### src/rtl/assert_macros.svh
// Assertion helpers used by the top-level RTL.
`ifndef ASSERT_MACROS_SVH
`define ASSERT_MACROS_SVH

// Check a condition at every rising clock edge outside reset.
`define ASSERT_ALWAYS(lbl, clk, rstn, cond, msg) \
    lbl: assert property (@(posedge clk) disable iff (!rstn) (cond)) else $error(msg);

// Same-cycle implication.
`define ASSERT_IMPLIES(lbl, clk, rstn, ante, cons, msg) \
    lbl: assert property (@(posedge clk) disable iff (!rstn) (ante) |-> (cons)) \
        else $error(msg);

// Next-cycle implication.
`define ASSERT_NEXT(lbl, clk, rstn, ante, cons, msg) \
    lbl: assert property (@(posedge clk) disable iff (!rstn) (ante) |=> (cons)) \
        else $error(msg);

`endif

### src/rtl/pfr_pkg.sv
package pfr_pkg;

    localparam int MAX_FRAMES_DEF = 8;
    localparam int PAGE_BITS_DEF  = 16;
    localparam int STAMP_W        = 32;
    localparam int FAULT_W        = 32;
    localparam int CFG_W          = 4;

    localparam logic [CFG_W-1:0] FRAMES_RST = 4'd8;

    typedef enum logic {
        CFG_POLICY = 1'b0,
        CFG_FRAMES = 1'b1
    } t_cfg_idx;

    typedef enum logic {
        OP_ACCESS  = 1'b0,
        OP_RESTART = 1'b1
    } t_op;

    typedef enum logic {
        POL_FIFO = 1'b0,
        POL_LRU  = 1'b1
    } t_policy;

    typedef enum logic [2:0] {
        S_IDLE   = 3'b001,
        S_SCAN   = 3'b010,
        S_UPDATE = 3'b100
    } t_state;

endpackage

### src/rtl/pfr_ram.sv
module pfr_ram import pfr_pkg::*; #(
    parameter int WIDTH = PAGE_BITS_DEF,
    parameter int DEPTH = MAX_FRAMES_DEF,
    localparam int AW   = (DEPTH > 1) ? $clog2(DEPTH) : 1
) (
    input  logic             i_clk,
    input  logic             i_we,
    input  logic [AW-1:0]    i_waddr,
    input  logic [WIDTH-1:0] i_wdata,
    input  logic             i_re,
    input  logic [AW-1:0]    i_raddr,
    output logic [WIDTH-1:0] o_rdata
);

    logic [WIDTH-1:0] r_mem [DEPTH];
    logic [WIDTH-1:0] r_rdata;

    always_ff @(posedge i_clk) begin
        if (i_we) begin
            r_mem[i_waddr] <= i_wdata;
        end
        if (i_re) begin
            r_rdata <= r_mem[i_raddr];
        end
    end

    assign o_rdata = r_rdata;

endmodule

### src/rtl/page_frame_replacement_top.sv
// Page frame replacement unit: a fully associative set of page frames.
// Input channel (i_in_valid / o_in_stall) carries one item: i_op selects an
// access of page i_page or a restart. Output channel (o_out_valid /
// i_out_stall) returns exactly one result per item: hit or fault, the frame
// used, any evicted page, the occupancy and the saturating fault total.
// Configuration (i_cfg_valid / o_cfg_ready, always ready) sets the policy
// (FIFO or least recently used) and the frame count; write it only while idle
// and follow it with a restart.
// Sequence: an access walks the occupied frames through one read port of the
// page and stamp memories, one frame per cycle, and then commits in the update
// state; a restart goes straight to the update state. A new item is accepted
// only once the unit is back in idle. The result sits in an output register,
// so a stalled receiver holds the update state only once a second result is
// ready; the unit then waits.
// Reset empties the frames (occupancy zero), clears the FIFO pointer, the
// request index and the fault count, and sets FIFO with eight frames. The
// memories need no clearing: an entry is only read after it was written.
module page_frame_replacement_top import pfr_pkg::*; #(
    parameter int MAX_FRAMES = MAX_FRAMES_DEF,
    parameter int PAGE_BITS  = PAGE_BITS_DEF,
    localparam int SLOT_W    = (MAX_FRAMES > 1) ? $clog2(MAX_FRAMES) : 1,
    localparam int OCC_W     = $clog2(MAX_FRAMES + 1)
) (
    input  logic                 i_clk,
    input  logic                 i_rst_n,
    // configuration
    input  logic                 i_cfg_valid,
    output logic                 o_cfg_ready,
    input  logic                 i_cfg_index,
    input  logic [CFG_W-1:0]     i_cfg_data,
    // input items
    input  logic                 i_in_valid,
    output logic                 o_in_stall,
    input  logic                 i_op,
    input  logic [PAGE_BITS-1:0] i_page,
    // result items
    output logic                 o_out_valid,
    input  logic                 i_out_stall,
    output logic                 o_hit,
    output logic                 o_fault,
    output logic [SLOT_W-1:0]    o_slot,
    output logic                 o_evicted_valid,
    output logic [PAGE_BITS-1:0] o_evicted_page,
    output logic [OCC_W-1:0]     o_occupied,
    output logic [FAULT_W-1:0]   o_fault_total
);

    `include "assert_macros.svh"

    // configuration registers
    logic             r_policy;
    logic [CFG_W-1:0] r_frames;

    // control state
    t_state               r_state;
    logic [OCC_W-1:0]     r_occ;
    logic [SLOT_W-1:0]    r_ptr;
    logic [STAMP_W-1:0]   r_req;
    logic [FAULT_W-1:0]   r_faults;

    // item being worked on
    logic                 r_op;
    logic [PAGE_BITS-1:0] r_page;

    // scan state
    logic [OCC_W-1:0]     r_rd_idx;
    logic                 r_cmp_vld;
    logic [SLOT_W-1:0]    r_cmp_idx;
    logic                 r_found;
    logic [SLOT_W-1:0]    r_hit_slot;
    logic [SLOT_W-1:0]    r_best_slot;
    logic [STAMP_W-1:0]   r_best_age;
    logic [PAGE_BITS-1:0] r_best_page;
    logic [PAGE_BITS-1:0] r_fifo_page;

    // output register
    logic                 r_out_valid;
    logic                 r_out_hit;
    logic                 r_out_fault;
    logic [SLOT_W-1:0]    r_out_slot;
    logic                 r_out_ev_valid;
    logic [PAGE_BITS-1:0] r_out_ev_page;
    logic [OCC_W-1:0]     r_out_occ;
    logic [FAULT_W-1:0]   r_out_faults;

    // memory ports
    logic                 w_rd_en;
    logic [PAGE_BITS-1:0] w_page_q;
    logic [STAMP_W-1:0]   w_stamp_q;
    logic                 w_fr_we;
    logic                 w_st_we;

    // derived values
    logic [OCC_W-1:0]     w_limit;
    logic [SLOT_W-1:0]    w_fifo_slot;
    logic [STAMP_W-1:0]   w_age;
    logic                 w_accept;
    logic                 w_commit;

    // commit decisions
    logic                 n_hit;
    logic                 n_fault;
    logic [SLOT_W-1:0]    n_slot;
    logic                 n_ev_valid;
    logic [PAGE_BITS-1:0] n_ev_page;
    logic [OCC_W-1:0]     n_occ;
    logic [SLOT_W-1:0]    n_ptr;
    logic [FAULT_W-1:0]   n_faults;
    logic [OCC_W-1:0]     w_slot_inc;

    assign o_cfg_ready = 1'b1;
    assign o_in_stall  = (r_state != S_IDLE);
    assign w_accept    = i_in_valid && !o_in_stall;
    assign w_commit    = (r_state == S_UPDATE) && (!r_out_valid || !i_out_stall);

    // Frame count in force: zero acts as one, anything above the set as the set.
    always_comb begin
        if (r_frames == '0) begin
            w_limit = OCC_W'(1);
        end else if (32'(r_frames) > MAX_FRAMES) begin
            w_limit = OCC_W'(MAX_FRAMES);
        end else begin
            w_limit = OCC_W'(r_frames);
        end
    end

    // A stale pointer beyond the frame count restarts at frame zero.
    assign w_fifo_slot = (OCC_W'(r_ptr) < w_limit) ? r_ptr : '0;
    assign w_age       = r_req - w_stamp_q;

    // One frame per cycle below the occupancy; both memories share the address.
    assign w_rd_en = (r_state == S_SCAN) && (r_rd_idx < r_occ);

    pfr_ram #(
        .WIDTH (PAGE_BITS),
        .DEPTH (MAX_FRAMES)
    ) u_page_ram (
        .i_clk   (i_clk),
        .i_we    (w_fr_we),
        .i_waddr (n_slot),
        .i_wdata (r_page),
        .i_re    (w_rd_en),
        .i_raddr (r_rd_idx[SLOT_W-1:0]),
        .o_rdata (w_page_q)
    );

    pfr_ram #(
        .WIDTH (STAMP_W),
        .DEPTH (MAX_FRAMES)
    ) u_stamp_ram (
        .i_clk   (i_clk),
        .i_we    (w_st_we),
        .i_waddr (n_slot),
        .i_wdata (r_req),
        .i_re    (w_rd_en),
        .i_raddr (r_rd_idx[SLOT_W-1:0]),
        .o_rdata (w_stamp_q)
    );

    // Resolve the item once the scan is done.
    always_comb begin
        n_hit      = 1'b0;
        n_fault    = 1'b0;
        n_slot     = '0;
        n_ev_valid = 1'b0;
        n_ev_page  = '0;
        n_occ      = r_occ;
        n_ptr      = r_ptr;
        n_faults   = r_faults;
        w_slot_inc = '0;
        if (r_op == OP_RESTART) begin
            n_occ    = '0;
            n_ptr    = '0;
            n_faults = '0;
        end else if (r_found) begin
            n_hit  = 1'b1;
            n_slot = r_hit_slot;
        end else begin
            n_fault = 1'b1;
            if (r_faults != '1) begin
                n_faults = r_faults + FAULT_W'(1);
            end
            if (r_occ < w_limit) begin
                // fill the next empty frame
                n_slot = r_occ[SLOT_W-1:0];
                n_occ  = r_occ + OCC_W'(1);
            end else if (r_policy == POL_FIFO) begin
                n_slot     = w_fifo_slot;
                n_ev_valid = 1'b1;
                n_ev_page  = r_fifo_page;
            end else begin
                n_slot     = r_best_slot;
                n_ev_valid = 1'b1;
                n_ev_page  = r_best_page;
            end
            w_slot_inc = OCC_W'(n_slot) + OCC_W'(1);
            if (r_policy == POL_FIFO) begin
                n_ptr = (w_slot_inc >= w_limit) ? '0 : w_slot_inc[SLOT_W-1:0];
            end
        end
    end

    assign w_fr_we = w_commit && (r_op == OP_ACCESS) && !r_found;
    assign w_st_we = w_commit && (r_op == OP_ACCESS);

    // Configuration registers.
    always_ff @(posedge i_clk) begin
        if (!i_rst_n) begin
            r_policy <= POL_FIFO;
            r_frames <= FRAMES_RST;
        end else if (i_cfg_valid && o_cfg_ready) begin
            case (t_cfg_idx'(i_cfg_index))
                CFG_POLICY: r_policy <= i_cfg_data[0];
                CFG_FRAMES: r_frames <= i_cfg_data;
                default:    r_policy <= r_policy;
            endcase
        end
    end

    // Sequencer and persistent counters.
    always_ff @(posedge i_clk) begin
        if (!i_rst_n) begin
            r_state   <= S_IDLE;
            r_occ     <= '0;
            r_ptr     <= '0;
            r_req     <= '0;
            r_faults  <= '0;
            r_cmp_vld <= 1'b0;
            r_found   <= 1'b0;
        end else begin
            case (r_state)
                S_IDLE: begin
                    if (w_accept) begin
                        r_rd_idx  <= '0;
                        r_cmp_vld <= 1'b0;
                        r_found   <= 1'b0;
                        r_state   <= (i_op == OP_RESTART) ? S_UPDATE : S_SCAN;
                    end
                end
                S_SCAN: begin
                    r_cmp_vld <= w_rd_en;
                    r_cmp_idx <= r_rd_idx[SLOT_W-1:0];
                    if (w_rd_en) begin
                        r_rd_idx <= r_rd_idx + OCC_W'(1);
                    end
                    // the compare still in flight lands at this same edge
                    if (r_rd_idx >= r_occ) begin
                        r_state <= S_UPDATE;
                    end
                    if (r_cmp_vld && !r_found && (w_page_q == r_page)) begin
                        r_found    <= 1'b1;
                        r_hit_slot <= r_cmp_idx;
                    end
                end
                S_UPDATE: begin
                    if (w_commit) begin
                        r_occ    <= n_occ;
                        r_ptr    <= n_ptr;
                        r_faults <= n_faults;
                        r_req    <= (r_op == OP_RESTART) ? '0 : r_req + STAMP_W'(1);
                        r_state  <= S_IDLE;
                    end
                end
                default: r_state <= S_IDLE;
            endcase
        end
    end

    // Item payload and victim tracking; no reset needed.
    always_ff @(posedge i_clk) begin
        if (w_accept) begin
            r_op   <= i_op;
            r_page <= i_page;
        end
        if ((r_state == S_SCAN) && r_cmp_vld) begin
            // oldest stamp among the frames in force, lowest frame on a tie
            if ((OCC_W'(r_cmp_idx) < w_limit) &&
                ((r_cmp_idx == '0) || (w_age > r_best_age))) begin
                r_best_slot <= r_cmp_idx;
                r_best_age  <= w_age;
                r_best_page <= w_page_q;
            end
            if (r_cmp_idx == w_fifo_slot) begin
                r_fifo_page <= w_page_q;
            end
        end
    end

    // Output register: hold while stalled, drop once taken.
    always_ff @(posedge i_clk) begin
        if (!i_rst_n) begin
            r_out_valid <= 1'b0;
        end else if (w_commit) begin
            r_out_valid <= 1'b1;
        end else if (!i_out_stall) begin
            r_out_valid <= 1'b0;
        end
    end

    always_ff @(posedge i_clk) begin
        if (w_commit) begin
            r_out_hit      <= n_hit;
            r_out_fault    <= n_fault;
            r_out_slot     <= n_slot;
            r_out_ev_valid <= n_ev_valid;
            r_out_ev_page  <= n_ev_page;
            r_out_occ      <= n_occ;
            r_out_faults   <= n_faults;
        end
    end

    assign o_out_valid     = r_out_valid;
    assign o_hit           = r_out_hit;
    assign o_fault         = r_out_fault;
    assign o_slot          = r_out_slot;
    assign o_evicted_valid = r_out_ev_valid;
    assign o_evicted_page  = r_out_ev_page;
    assign o_occupied      = r_out_occ;
    assign o_fault_total   = r_out_faults;

    `ASSERT_IMPLIES(a_hit_xor_fault, i_clk, i_rst_n, r_out_valid, !(r_out_hit && r_out_fault), "hit and fault together")
    `ASSERT_IMPLIES(a_evict_needs_fault, i_clk, i_rst_n, r_out_valid && r_out_ev_valid, r_out_fault && (r_out_occ == r_occ), "eviction without a fault in a full set")
    `ASSERT_NEXT(a_fault_mono, i_clk, i_rst_n, w_commit && (r_op == OP_ACCESS), r_faults >= $past(r_faults), "fault total went down on an access")
    `ASSERT_ALWAYS(a_occ_bound, i_clk, i_rst_n, 32'(r_occ) <= MAX_FRAMES, "occupancy beyond the frame set")

endmodule
### config.mk
export PLATFORM = sky130hd
export DESIGN_NAME = page_frame_replacement_top
export DESIGN_NICKNAME = d
export VERILOG_FILES = /design/src/rtl/pfr_pkg.sv /design/src/rtl/pfr_ram.sv /design/src/rtl/page_frame_replacement_top.sv
export VERILOG_INCLUDE_DIRS = /design/src /design/src/rtl
export SDC_FILE = /design/constraint.sdc
export NUM_CORES = 1
export LEC_CHECK = 0
export ABC_AREA = 0
export BUFFER_PORTS_ARGS = -buffer_cell sky130_fd_sc_hd__buf_2
export CAP_MARGIN = 20
export CORE_ASPECT_RATIO = 2
export CORE_UTILIZATION = 45
export CTS_CLUSTER_DIAMETER = 30
export DETAILED_ROUTE_END_ITERATION = 16
export GPL_TIMING_DRIVEN = 1
export SLEW_MARGIN = 10
export SYNTH_ARGS = -nofsm -noshare
export SYNTH_HDL_FRONTEND = slang
export SYNTH_SLANG_ARGS = --single-unit
### constraint.sdc
create_clock -name i_clk -period 9 [get_ports i_clk]
set_clock_uncertainty 0.15 [all_clocks]
set_input_delay 1.8 -clock i_clk [delete_from_list [all_inputs] [get_ports i_clk]]
set_output_delay 1.8 -clock i_clk [all_outputs]
set_load 0.005 [all_outputs]
==> After elaboration in Yosys (flattened, before gate mapping) <==
Memories as Yosys holds them, arrays and structs flattened. A register that Yosys moved wholly into a read port is not among the register bits.
Cells that the tools add are included.
W data, S select, Z words.
{ "totals": {"wordCells": 133, "register_bits": 234, "latch_bits": 0, "romBits": 0, "n_memories": 2, "input_bits": 27, "ram_bits": 384, "output_inout_bits": 61} }
{ "classes": {"div_mod_pow": 0, "n_shift": 0, "n_addsub": 6, "muxes": 42, "n_eq_ne": 15, "mul": 0, "bitwise": 2, "reduce_logical": 32, "order_cmp": 8} }
{ "memory_table": {"columns": ["name", "depth", "width", "rd", "rd_ports_with_merged_regs", "wr", "line", "rtl"], "rows": [
  ["u_stamp_ram.r_mem", 8, 32, 1, 1, 1, "pfr_ram.sv:15", "logic [WIDTH-1:0] r_mem [DEPTH];"],
  ["u_page_ram.r_mem", 8, 16, 1, 1, 1, "pfr_ram.sv:15", null]
]} }
{ "ops": {"columns": ["cell", "n"], "rows": [
  ["$mux W32", 4],
  ["$add A32 B1 Y32 const B", 2],
  ["$mux W3", 15],
  ["$gt A32 B32 Y1", 1],
  ["$ne A32 B32 Y1 const B", 1],
  ["$sub A32 B32 Y32", 1],
  ["$mux W4", 7],
  ["$eq A16 B16 Y1", 1],
  ["$mux W16", 1],
  ["$reduce_and A2 Y1", 7],
  ["$mux W1", 11],
  ["$ne A2 B2 Y1 const B", 5],
  ["$logic_and A1 B1 Y1", 9],
  ["$pmux W3 S3", 1],
  ["$reduce_and A3 Y1", 3],
  ["$add A4 B1 Y4 const B", 2],
  ["$ge A4 B4 Y1", 2],
  ["$lt A3 B4 Y1", 2],
  ["$lt A4 B4 Y1", 2],
  ["$pmux W4 S2", 1],
  ["$reduce_and A4 Y1", 2],
  ["$ne A2 B1 Y1 const B", 3],
  ["$add A3 B1 Y4 const B", 1],
  ["$gt A4 B4 Y1 const B", 1],
  ["14 further kinds", 20]
]} }

==> Logic depth before layout (Yosys ltp) <==
Gate-level depths: netlist of run 1.
{ "logic_depth": {"depth_word": 15, "mapped_depth": 21} }

==> By module <==
A second synthesis of run 1 with hierarchy kept.
{ "hier_totals": {"cells_unflattened": 1899, "area_unflattened_um2": 29009.1} }
{ "by_module_without_submodules": {"columns": ["module", "area_per_inst_um2", "cells_each", "n_inst", "seq_area_each_um2"], "rows": [
  ["page_frame_replacement_top", 12768.5, 1270, 1, 6206.0],
  ["pfr_ram at u_stamp_ram", 10786.6, 415, 1, 8648.3],
  ["pfr_ram at u_page_ram", 5454.0, 214, 1, 4324.1]
]} }

==> Least setup slack after synthesis of run 1 <==
Ideal clock, no wire load.
{ "synth_path": {"path_type": "reg2reg", "start": "register r_req[2]", "end": "register r_best_age[0] (enable)", "setup_slack_ps": 1971, "arrival_ps": 6390, "stages_incl_launch_ff": 19, "path_cell_list": "dfxtp_1 > ha_1 > o211ai_1 > a21oi_1 > o31ai_1 > a21boi_0 > o2111ai_1 > nand2_1 > a21oi_1 > o211ai_1 > ha_1 > a21o_1 > a21o_1 > a21o_1 > a21o_1 > a21o_1 > a211oi_1 > or4_1 > a41oi_1"} }
{ "synth_between": {"elab_chain_cells": 5} }
{ "synth_lines": {"columns": ["item", "line", "rtl"], "rows": [
  ["start, declared", "page_frame_replacement_top.sv:58", "logic [STAMP_W-1:0] r_req;"],
  ["start signal, assigned", "page_frame_replacement_top.sv:260", "r_req <= (r_op == OP_RESTART) ? '0 : r_req + STAMP_W'(1);"],
  ["$sub A32 B32 Y32", "page_frame_replacement_top.sv:129", "assign w_age = r_req - w_stamp_q;"],
  ["via w_age[17]", "page_frame_replacement_top.sv:96", "logic [STAMP_W-1:0] w_age;"],
  ["$gt A32 B32 Y1", "page_frame_replacement_top.sv:278", "((r_cmp_idx == '0) || (w_age > r_best_age))) begin"],
  ["$logic_or A1 B1 Y1", "page_frame_replacement_top.sv:278", null],
  ["$logic_and A1 B1 Y1", "page_frame_replacement_top.sv:277", "if ((OCC_W'(r_cmp_idx) < w_limit) &&"],
  ["$reduce_and A2 Y1 (no line)", null, null],
  ["end signal, assigned", "page_frame_replacement_top.sv:280", "r_best_age <= w_age;"],
  ["end, declared", "page_frame_replacement_top.sv:72", "logic [STAMP_W-1:0] r_best_age;"]
]} }
The timed path passes the listed nets, and every way through them passes these cells.
A chain may end at the register's enable or synchronous reset.

==> Final worst setup path of run 1 <==
{ "layout_path": {"start": "register r_req[0]", "end": "register r_best_slot[1] (enable)"} }
{ "layout_between": {"elab_chain_cells": 5} }
{ "layout_lines": {"columns": ["item", "line", "rtl"], "rows": [
  ["$sub A32 B32 Y32", "page_frame_replacement_top.sv:129", null],
  ["via w_age[24]", "page_frame_replacement_top.sv:96", null],
  ["$gt A32 B32 Y1", "page_frame_replacement_top.sv:278", null],
  ["$logic_or A1 B1 Y1", "page_frame_replacement_top.sv:278", null],
  ["$logic_and A1 B1 Y1", "page_frame_replacement_top.sv:277", null],
  ["$reduce_and A2 Y1 (no line)", null, null],
  ["end signal, assigned", "page_frame_replacement_top.sv:279", "r_best_slot <= r_cmp_idx;"],
  ["end, declared", "page_frame_replacement_top.sv:71", "logic [SLOT_W-1:0] r_best_slot;"]
]} }
The timed path passes the listed nets, and every way through them passes these cells.

==> impl_metrics.ini, run 1 <==
[power]
power_density_nw_per_um2 = 209.4
peakVddDrop_mv = 0.1856
power.leakage_nw = 11.37

[synthesis]
ys_async_sr_fraction = 0
synthTopCellsByArea = edfxtp_1 61%, mux4_2 7.5%, dfxtp_1 5.7%, ha_1 3.6%, nor2_1 2.2%
synthFlopType = edfxtp_1
synth_edf_count = 584
ys_seq_elements = 666
syn_area_per_cell_um2 = 14.93
synth_top_family_by_area = multiplexers
synth_compound_area_frac = 0.06073
synth_top_area_share = 0.6102
synth_top_cell_by_area = edfxtp_1
syn_nets = 2036
yosys.area_share.simple = 0.08285
ys_seq_area_frac = 0.6673
synth-xor-area-share = 0.02743
ys_warn_count = 0
synth.area.mux_share = 0.1021
syn-cell-area_um2 = 28740
syn_inst = 1925
synth_cell_types = 81
yosys.area_share.adder = 0.03683

[clocking]
clk_pin_slew_ps = 60
numCtsBuffers = 77
cts-root-buf = clkbuf_16
clkLatencyLatePin_ps = 630
cts_tree = yes
cts-htree-levels = 3
ctsHoldBuffers = 0
cts.sinks = 666
post_cts_resized = 0
cts_buffer_depth = 3
postCtsSetupBuffers = 0

[drt]
vias = 16607
first_pass_iters = 7
final_antenna_net_count = 0
drc = 0
wl_um = 68040
drt-initial-drc-count = 1160
via_per_inst = 5.715
wire_per_inst_um = 23.41

[floorplanning]
io_pins = 88
dieArea_um2 = 64940
rows = 130
die_height_um = 359.4
start_util = 0.4565
chipWidth_um = 180.7
core_um2 = 62950

[outcome]
status = finished, final reports clean

[critical_path]
crit_slowest_cell = a41oi_4
cp.required_ps = 9100
worst_setup_path_start_kind = register
critPathTopFamily = compound AO/OA/AOI/OAI gates
rrSetupSlack_ps = 2360
critical_path.endpoint_type = register
slowest_delay_ps = 860
crit_arrival_ps = 6740
cp_cell_sequence = inv_1 > ha_1 > inv_1 > fa_1 > a21oi_1 > nand4b_1 > a21oi_1 > and3b_1 > o2111ai_2 > a21boi_0 > mux2i_1 > o2111ai_1 > ha_1 > nand4_1 > nor4_1 > o21ai_0 > a41oi_4 > buf_4
path_buf_inv = 3
reg2reg_to = r_best_slot[1]$_DFFE_PP_
crit_fanout = 29
reg2reg_depth = 18
critical_path_class = register to register
timing.rr.start = r_req[0]$_SDFFE_PN0P_

[layout]
final_cell_mix = 584 x edfxtp_1, 160 x nor2_1, 96 x mux4_2, 88 x inv_1
final_nets = 2161
mostFrequentLayoutCell = edfxtp_1
area_growth_pct = 14.72
n_antenna_cell = 0
drive_above_1_share = 0.2044

[grt]
antenna_found_initial = 1
gr-usage-all-layers = 0.2142
grt_pass1_wl_um = 104300
grt_overflow = 0
grt_pass1_vias = 17682
grt_max_degree = 81

[sta]
max_freq_ghz = 0.1506
finalCritPeriodShare = 0.7377
hold-worst-slack_ps = 316.0
setup_viol = 0
fin_tns_setup_ps = 0
rsz0062_at_grt = false
finalCriticalPeriod_ps = 6640
drv_slew = 0
worst_slew_pin_slew_ps = 1064
max-slew-margin-rel = 0.2891
hold_viol = 0

[place]
port-buffer-count = 86
dp_hpwl_um = 42060
routabilityCongestion = 0.9137

[hold_path]
hp-class = register to register
hold_depth = 2
hold_start = r_frames[0]$_SDFFE_PN0P_
hold_path_end = r_frames[0]$_SDFFE_PN0P_

[job]
drv_cap = 0
-- layer usage --
metal,track usage,share of wire
met5,0,0
met4,0.09720,0.038
met3,0.02411,0.033
met2,0.4134,0.56
met1,0.2299,0.37
-- cell type report --
| class | instances | area [um2] |
|---|---|---|
| flip-flops and latches | 666 | 19180 |
| inverters | 90 | 340.3 |
| repair buffers | 122 | 700.7 |
| fillers | 5098 | 29980 |
| well taps | 792 | 991.0 |
| multi-input cells | 1093 | 9000 |
| clock inverters | 59 | 797.0 |
| clock buffers | 84 | 1963 |
-- synth_stat cells (21+ instances only) --
cell and instances:
edfxtp_1 584, nor2_1 168, mux4_2 96, inv_1 90, a21oi_1 86, ha_1 83
dfxtp_1 82, nand2_1 77, o21ai_0 70, clkbuf_1 55, xnor2_1 50, mux2_2 49
nand3_1 43, xor2_1 40, or3_1 28, nand4_1 26, and3_1 23, mux2i_1 22
nor3_1 21
-- per-stage QoR --
stage / area, um2 / setup WS (ps) / util / instances / total power, mW
floorplan: 28740 / 1971 / - / 1925 / 3.575
global placement: 30210 / 2576 / 0.4799 / 2763 / 3.644
detailed placement: 30210 / 2387 / 0.4799 / 2763 / 3.649
CTS: 32970 / 2350 / 0.5238 / 2906 / 6.968
global route: 32970 / 1876 / 0.5238 / 2906 / 7.093
finish: 32970 / 2360 / 0.5238 / 2906 / 6.903
-- report_power, final --
part / switching, mW / internal, mW / total (mW) / leakage, nW
Sequential: 0.0266 / 3.36 / 3.38 / 5.90
Clock: 1.39 / 1.94 / 3.32 / 1.32
Combinational: 0.111 / 0.0849 / 0.196 / 4.16
-- worst reg2reg max path: stages (launching register included) --
cell and delay [ps]:
dfxtp_1 580, inv_1 120, ha_1 220, inv_1 70
fa_1 190, a21oi_1 90, nand4b_1 200, a21oi_1 350
and3b_1 350, o2111ai_2 260, a21boi_0 380, mux2i_1 250
o2111ai_1 170, ha_1 310, nand4_1 210, nor4_1 580
o21ai_0 350, a41oi_4 860, buf_4 570
-- how the worst max path moves through the flow --
stage / startpoint / to / cells past startpoint
floorplan: r_req[2]$_SDFFE_PN0P_ / r_best_age[0]$_DFFE_PP_ / 18
global placement: r_req[0]$_SDFFE_PN0P_ / r_best_page[8]$_DFFE_PP_ / 18
detailed placement: r_req[0]$_SDFFE_PN0P_ / r_best_page[8]$_DFFE_PP_ / 18
CTS: r_req[0]$_SDFFE_PN0P_ / r_best_age[28]$_DFFE_PP_ / 18
global route: r_req[0]$_SDFFE_PN0P_ / r_best_age[28]$_DFFE_PP_ / 18
finish: r_req[0]$_SDFFE_PN0P_ / r_best_slot[1]$_DFFE_PP_ / 18
-- sequential cells by signal, summed over array words and instances (netlist names), 16 cells and up --
signal and cells:
u_page_ram.o_rdata 16, r_best_age 32, r_page 16, o_fault_total 32
u_stamp_ram.o_rdata 32, u_stamp_ram.r_mem 256, u_page_ram.r_mem 128, r_req 32
r_best_page 16, r_faults 32, r_fifo_page 16, o_evicted_page 16
-- cell families (layout without fill, tap and decap cells) --
logic type | count (synthesis) | in the layout
adders and majority gates | 84 | 84
AOI/OAI and AO/OA | 275 | 275
xor gates and xnor gates | 90 | 90
buffers and inverters | 166 | 355
and+or+nand+nor | 476 | 476
muxes | 167 | 167
other | 1 | 1
DFF | 666 | 666
Power figures use the tool's default switching activity.
==> run 2, diff against run 1 <==
--- a/config.mk
+++ b/config.mk
@@ -6,7 +6,7 @@
 export SDC_FILE = /design/constraint.sdc
 export NUM_CORES = 1
 export LEC_CHECK = 0
-export ABC_AREA = 0
+export ABC_AREA = 1
 export BUFFER_PORTS_ARGS = -buffer_cell sky130_fd_sc_hd__buf_2
 export CAP_MARGIN = 20
 export CORE_ASPECT_RATIO = 2
==> constraint.sdc (replaced) <==
create_clock -name i_clk -period 6.5 [get_ports i_clk]
set_clock_uncertainty 0.15 [all_clocks]
set_input_delay 1.3 -clock i_clk [delete_from_list [all_inputs] [get_ports i_clk]]
set_output_delay 1.3 -clock i_clk [all_outputs]
set_load 0.005 [all_outputs]
==> run 2 against run 1 <==
Net effect: cell area rose by 5.0%; synthesized cell count rose by 47%; critical path type unchanged; setup slack got worse by 990 ps; sequential cell count did not move; die area rose by 4.1%; maximum frequency rose by 29%; utilization rose by 0.27 points; first-iteration DRC count rose by 11%; wire length rose by 23%; clock power rose by 55%; combinational power rose to 4.3 times the previous value; register-to-register slack got worse by 990 ps.
==> impl_metrics.ini, run 2 <==
[grt]
grt_max_degree = 197
gr-usage-all-layers = 0.2521
grt_pass1_vias = 21453
grt_pass1_wl_um = 125600
antenna_found_initial = 0
grt_overflow = 0

[floorplanning]
core_um2 = 65730
rows = 133
io_pins = 88
dieArea_um2 = 67580
chipWidth_um = 184.3
start_util = 0.4552
die_height_um = 366.7

[sta]
setup_viol = 0
drv_slew = 0
worst_slew_pin_slew_ps = 1101
max_freq_ghz = 0.1948
hold_viol = 0
fin_tns_setup_ps = 0
max-slew-margin-rel = 0.2657
finalCritPeriodShare = 0.7899
fin_ws_ps = 1366
rsz0062_at_grt = false
finalCriticalPeriod_ps = 5134

[critical_path]
cp_common_cell = nand2_1
cp_cell_sequence = ha_1 > a21oi_1 > nand2_1 > a21boi_0 > inv_1 > a21oi_1 > o21ai_0 > xor2_1 > ha_1 > nand4_1 > nor4_1 > inv_1 > nor4_1 > nand2_1 > nand2_1 > nand2_1 > a21oi_4 > buf_4
timing.rr.start = r_req[2]$_SDFFE_PN0P_
cp.required_ps = 6630
slowest_delay_ps = 620
critical_path_class = register to register
critPathTopFamily = compound AO/OA/AOI/OAI gates
crit_end = r_best_age[10]$_DFFE_PP_
critical_path.endpoint_type = register
crit_arrival_ps = 5270
cp_num_cells = 18
crit_start = r_req[2]$_SDFFE_PN0P_
reg2reg_depth = 18
worst_setup_path_start_kind = register
path_buf_inv = 3
rrSetupSlack_ps = 1370
crit_fanout = 32
crit_slowest_cell = dfxtp_1
reg2reg_to = r_best_age[10]$_DFFE_PP_

[power]
seqPwrFrac = 0.450
pwr-share-clk = 0.473
switching_share = 0.2487
peakVddDrop_mv = 0.3354
switchingPower_mw = 2.695
power.leakage_nw = 13.25
power_density_nw_per_um2 = 313.2
pwr-share-comb = 0.077
p_int_mw = 8.141
power.total_mw = 10.84

[place]
dp_slack_ps = 1393
dp.cells = 3721
routabilityCongestion = 0.9525
port-buffer-count = 86
dp_hpwl_um = 55630

[synthesis]
synth_top_cell_by_area = edfxtp_1
ys_async_sr_fraction = 0
ys_warn_count = 0
syn_inst = 2830
synthFlopType = edfxtp_1
syn-cell-area_um2 = 29920
syn_area_per_cell_um2 = 10.57
synth.top_cells.by_count = 584 x edfxtp_1, 458 x nor2_1, 358 x nand2_1, 263 x o21ai_0, 244 x inv_1
synthTopCellsByArea = edfxtp_1 59%, nor2_1 5.7%, dfxtp_1 5.5%, nand2_1 4.5%, o21ai_0 4.4%
yosysMostFrequentCell = edfxtp_1
synth_cell_types = 57
ys_seq_area_frac = 0.6410
ys_seq_elements = 666
synth_top_area_share = 0.5861
syn_nets = 2941
synth_edf_count = 584

[layout]
area_growth_pct = 15.66
fin_util = 0.5264
top_register = u_stamp_ram.r_mem
mostFrequentLayoutCell = edfxtp_1
final_cell_mix = 584 x edfxtp_1, 449 x nor2_1, 358 x nand2_1, 263 x o21ai_0, 242 x inv_1
largest_register_ffs = 256
finalNonFillerCells = 3887
n_antenna_cell = 0
final_nets = 3046
drive_above_1_share = 0.1196
reg.largest.list = u_stamp_ram.r_mem x256, u_page_ram.r_mem x128

[drt]
wl_um = 83400
first_pass_iters = 5
drc = 0
final_antenna_net_count = 0
vias = 21246
drt-initial-drc-count = 1290
wire_per_inst_um = 21.46
via_per_inst = 5.466

[clocking]
postCtsSetupBuffers = 0
ctsHoldBuffers = 0
cts_buffer_depth = 3
cts-htree-levels = 3
clk_pin_slew_ps = 60
cts.sinks = 666
post_cts_resized = 0
cts-root-buf = clkbuf_16
clkLatencyLatePin_ps = 660
numCtsBuffers = 89
cts_tree = yes

[hold_path]
hp-class = register to register

[job]
drv_cap = 0

[outcome]
status = finished, final reports clean
run 2: cell types whose count changed after synthesis, moves of 28 or more:
cell,delta
nor2_1,+290
nand2_1,+281
o21ai_0,+193
inv_1,+154
mux4_2,-96
nand3_1,+60
a21oi_1,+56
o22ai_1,+50
mux2_2,-49
clkbuf_1,+37
a31oi_1,+36
or3_1,-28
run 2: metal layers:
layer,vias to the layer above,GRT usage,part of all wire
li1,10126,-,-
met1,10290,0.2500,0.34
met2,607,0.4771,0.55
met3,223,0.03356,0.038
met4,0,0.1678,0.064
met5,-,0,0
run 2: final cells by class:
| cell class | count | area (um2) |
|---|---|---|
| Clock buffer | 100 | 2354 |
| Clock inverter | 66 | 810.8 |
| Fill cell | 5753 | 31130 |
| Inverter | 258 | 972.2 |
| Multi-Input combinational cell | 1789 | 9412 |
| Sequential cell | 666 | 19180 |
| Tap cell | 877 | 1097 |
| Timing Repair Buffer | 131 | 780.7 |
run 2: power by group through the flow:
| stage | Combinational [mW] | Sequential, mW | Clock (mW) |
|---|---|---|---|
| after floorplan | 0.587 | 4.91 | 0 |
| after global placement | 0.818 | 4.96 | 0 |
| after detailed placement | 0.838 | 4.96 | 0 |
| after CTS | 0.844 | 4.87 | 5.21 |
| after global routing | 0.942 | 4.88 | 5.36 |
| final | 0.836 | 4.87 | 5.13 |
run 2: worst min-delay path by stage:
stage	cells past startpoint	end	slack, ps	startpoint
after floorplan	2	r_frames[0]$_SDFFE_PN0P_	280	r_frames[0]$_SDFFE_PN0P_
after global placement	2	r_frames[0]$_SDFFE_PN0P_	300	r_frames[0]$_SDFFE_PN0P_
after detailed placement	0	u_stamp_ram.r_mem[3][23]$_DFFE_PP_	310	r_req[23]$_SDFFE_PN0P_
after CTS	0	u_stamp_ram.r_mem[3][23]$_DFFE_PP_	320	r_req[23]$_SDFFE_PN0P_
after global routing	0	r_fifo_page[10]$_DFFE_PP_	340	u_page_ram.o_rdata[10]$_DFFE_PP_
final	0	u_stamp_ram.r_mem[3][23]$_DFFE_PP_	330	r_req[23]$_SDFFE_PN0P_
run 2: cell families (layout without fill, tap and decap cells):
kind of cell	after synthesis	count (layout)	share of synthesized area
compound gates	581	581	0.1063
other cells	1	1	0.0001253
simple gates	1055	1055	0.1492
xor+xnor	68	68	0.01991
flops	666	666	0.6410
fa+ha+maj	84	84	0.03538
buf+inv	375	555	0.04805
run 2: per-stage QoR:
| step | hold WS, ps | area (um2) |
|---|---|---|
| floorplan | 276.5 | 29920 |
| global placement | 295.6 | 31440 |
| detailed placement | 305.9 | 31440 |
| CTS | 323.2 | 34600 |
| global route | 342.8 | 34600 |
| finish | 328.0 | 34600 |
==> run 3, diff against run 2 <==
==> constraint.sdc (replaced) <==
create_clock -name i_clk -period 4.9 [get_ports i_clk]
set_clock_uncertainty 0.15 [all_clocks]
set_input_delay 0.98 -clock i_clk [delete_from_list [all_inputs] [get_ports i_clk]]
set_output_delay 0.98 -clock i_clk [all_outputs]
set_load 0.005 [all_outputs]
==> run 3 against run 2 <==
Net effect: register-to-register slack got worse by 980 ps; sequential power rose by 33%; die area stayed put; setup slack worse by 980 ps; global-route usage down 0.30 points; non-clock buffer count is 29 higher; critical path type unchanged; highest routed layer unchanged.
==> impl_metrics.ini, run 3 (same netlist as run 2, synthesis figures left out) <==
[critical_path]
rrSetupSlack_ps = 380
timing.rr.start = r_req[0]$_SDFFE_PN0P_
worst_setup_path_start_kind = register
critical_path.endpoint_type = register
crit_slowest_cell = fa_1
critical_path_class = register to register
crit_fanout = 32
critPathTopFamily = simple AND/OR/NAND/NOR gates
cp_cell_sequence = inv_1 > ha_1 > inv_1 > fa_1 > nand3_1 > nand2_1 > a21boi_1 > nor3_1 > nor2_1 > o21ai_1 > nand2_1 > nand2_1 > xor2_1 > ha_1 > nand4_1 > nor4_2 > buf_4 > nand2_1 > nand2_1 > nand2_1 > a21oi_4 > buf_12
slowest_delay_ps = 400
reg2reg_depth = 22
cp.required_ps = 5070
reg2reg_to = r_best_age[20]$_DFFE_PP_
path_buf_inv = 4
crit_arrival_ps = 4680
cp_common_cell = nand2_1

[drt]
drc = 0
vias = 21274
final_antenna_net_count = 0
first_pass_iters = 7
wl_um = 81870
drt-initial-drc-count = 1481
via_per_inst = 5.444
wire_per_inst_um = 20.95

[layout]
final_cell_mix = 584 x edfxtp_1, 449 x nor2_1, 358 x nand2_1, 262 x o21ai_0, 242 x inv_1
reg.largest.list = u_stamp_ram.r_mem x256, u_page_ram.r_mem x128
finalNonFillerCells = 3908
largest_register_ffs = 256
regArea_um2 = 19180
multi_input_area_um2 = 9424
n_antenna_cell = 0
mostFrequentLayoutCell = edfxtp_1
final_area_um2 = 34690
drive_above_1_share = 0.1280
final_nets = 3071
fill_cells = 5747
area_growth_pct = 15.94
top_register = u_stamp_ram.r_mem

[power]
pwr-share-comb = 0.082
switching_share = 0.2618
power_density_nw_per_um2 = 401.0
p_int_mw = 10.27
seqPwrFrac = 0.465
power.leakage_nw = 13.30
peakVddDrop_mv = 0.3433
pwr-share-clk = 0.453
switchingPower_mw = 3.642

[place]
dpl_cell_area_um2 = 31750
port-buffer-count = 86
dp_hpwl_um = 54530
dp.cells = 3750
routabilityCongestion = 0.9472

[grt]
gr-usage-all-layers = 0.2491
antenna_found_initial = 0
grt_overflow = 0
grt_pass1_wl_um = 124900
grt_max_degree = 197
grt_pass1_vias = 21738

[sta]
setup_viol = 0
hold_viol = 0
finalCritPeriodShare = 0.9216
max_freq_ghz = 0.2215
worst_slew_pin_slew_ps = 1113
max-slew-margin-rel = 0.2579
finalCriticalPeriod_ps = 4516
drv_slew = 0

[clocking]
cts-htree-levels = 3
cts.sinks = 666
cts-root-buf = clkbuf_16
clkLatencyLatePin_ps = 660
postCtsSetupBuffers = 0
numCtsBuffers = 85
cts_buffer_depth = 3
cts_tree = yes
clk_pin_slew_ps = 60

[floorplanning]
die_height_um = 366.7
rows = 133
chipWidth_um = 184.3
start_util = 0.4552
core_um2 = 65730
dieArea_um2 = 67580
io_pins = 88

[hold_path]
hold_path_end = r_frames[0]$_SDFFE_PN0P_
hp-class = register to register
hold_depth = 2
hold_start = r_frames[0]$_SDFFE_PN0P_

[outcome]
status = finished, final reports clean

[job]
drv_cap = 0
[run 3: cell types whose count changed in the layout (fill, tap and decap cells not counted), moves of 4 or more]
cell / change
buf_12: +7
buf_4: +22
bufinv_16: -8
clkbuf_16: -6
clkinv_2: -5
inv_8: +4
[run 3: worst min-delay path: stages (launching register included)]
cell     delay, ps
dfxtp_1        300
inv_1           60
a21oi_1         60
[run 3: area by class of cell]
cell class	count	area share
Multi-Input combinational cell	1789	0.2717
Clock inverter	64	0.02005
Tap cell	877	0.03163
Inverter	258	0.02803
Timing Repair Buffer	160	0.03131
Clock buffer	94	0.06438
Sequential cell	666	0.5529
[run 3: through the flow]
stage | total power, mW | setup TNS [ps] | utilization | hold WS (ps) | setup slack [ps]
after floorplan | 7.292 | 0 | - | 276.5 | 397.4
after global placement | 7.694 | 0 | 0.4830 | 291.4 | 288.7
after detailed placement | 7.730 | 0 | 0.4830 | 309.0 | 193.6
after CTS | 14.03 | 0 | 0.5275 | 299.3 | 127.8
after global routing | 14.38 | -27.52 | 0.5277 | 312.3 | -7.175
final | 13.91 | 0 | 0.5277 | 313.3 | 384.3
[run 3: timing repair]
item                       in CTS  in global routing
setup endpoints to repair       0                 51
gates resized for setup         0                  4
hold buffers                    0                  0
[run 3: layer usage]
metal / vias to the layer above / routed length (um) / GRT usage
li1: 10161 / - / -
met1: 10250 / 28610 / 0.2507
met2: 624 / 44670 / 0.4687
met3: 239 / 2989 / 0.02988
met4: 0 / 5604 / 0.1683
met5: - / 0 / 0
[run 3: how the worst max path moves through the flow]
stage	startpoint	to	depth (start not counted)
2_1_floorplan	r_req[2]$_SDFFE_PN0P_	r_best_age[0]$_DFFE_PP_	17
3_3_place_gp	r_req[0]$_SDFFE_PN0P_	r_best_age[17]$_DFFE_PP_	23
3_5_place_dp	r_req[0]$_SDFFE_PN0P_	r_best_age[19]$_DFFE_PP_	23
4_1_cts	r_req[0]$_SDFFE_PN0P_	r_best_age[20]$_DFFE_PP_	23
5_1_grt	r_req[0]$_SDFFE_PN0P_	r_best_age[23]$_DFFE_PP_	23
6_report	r_req[0]$_SDFFE_PN0P_	r_best_age[20]$_DFFE_PP_	22
[run 3: power groups by stage]
stage | Sequential, mW | Combinational, mW | Clock, mW
after floorplan | 6.51 | 0.779 | 0
after global placement | 6.58 | 1.12 | 0
after detailed placement | 6.58 | 1.15 | 0
after CTS | 6.46 | 1.15 | 6.41
after global routing | 6.47 | 1.28 | 6.63
final | 6.46 | 1.14 | 6.31
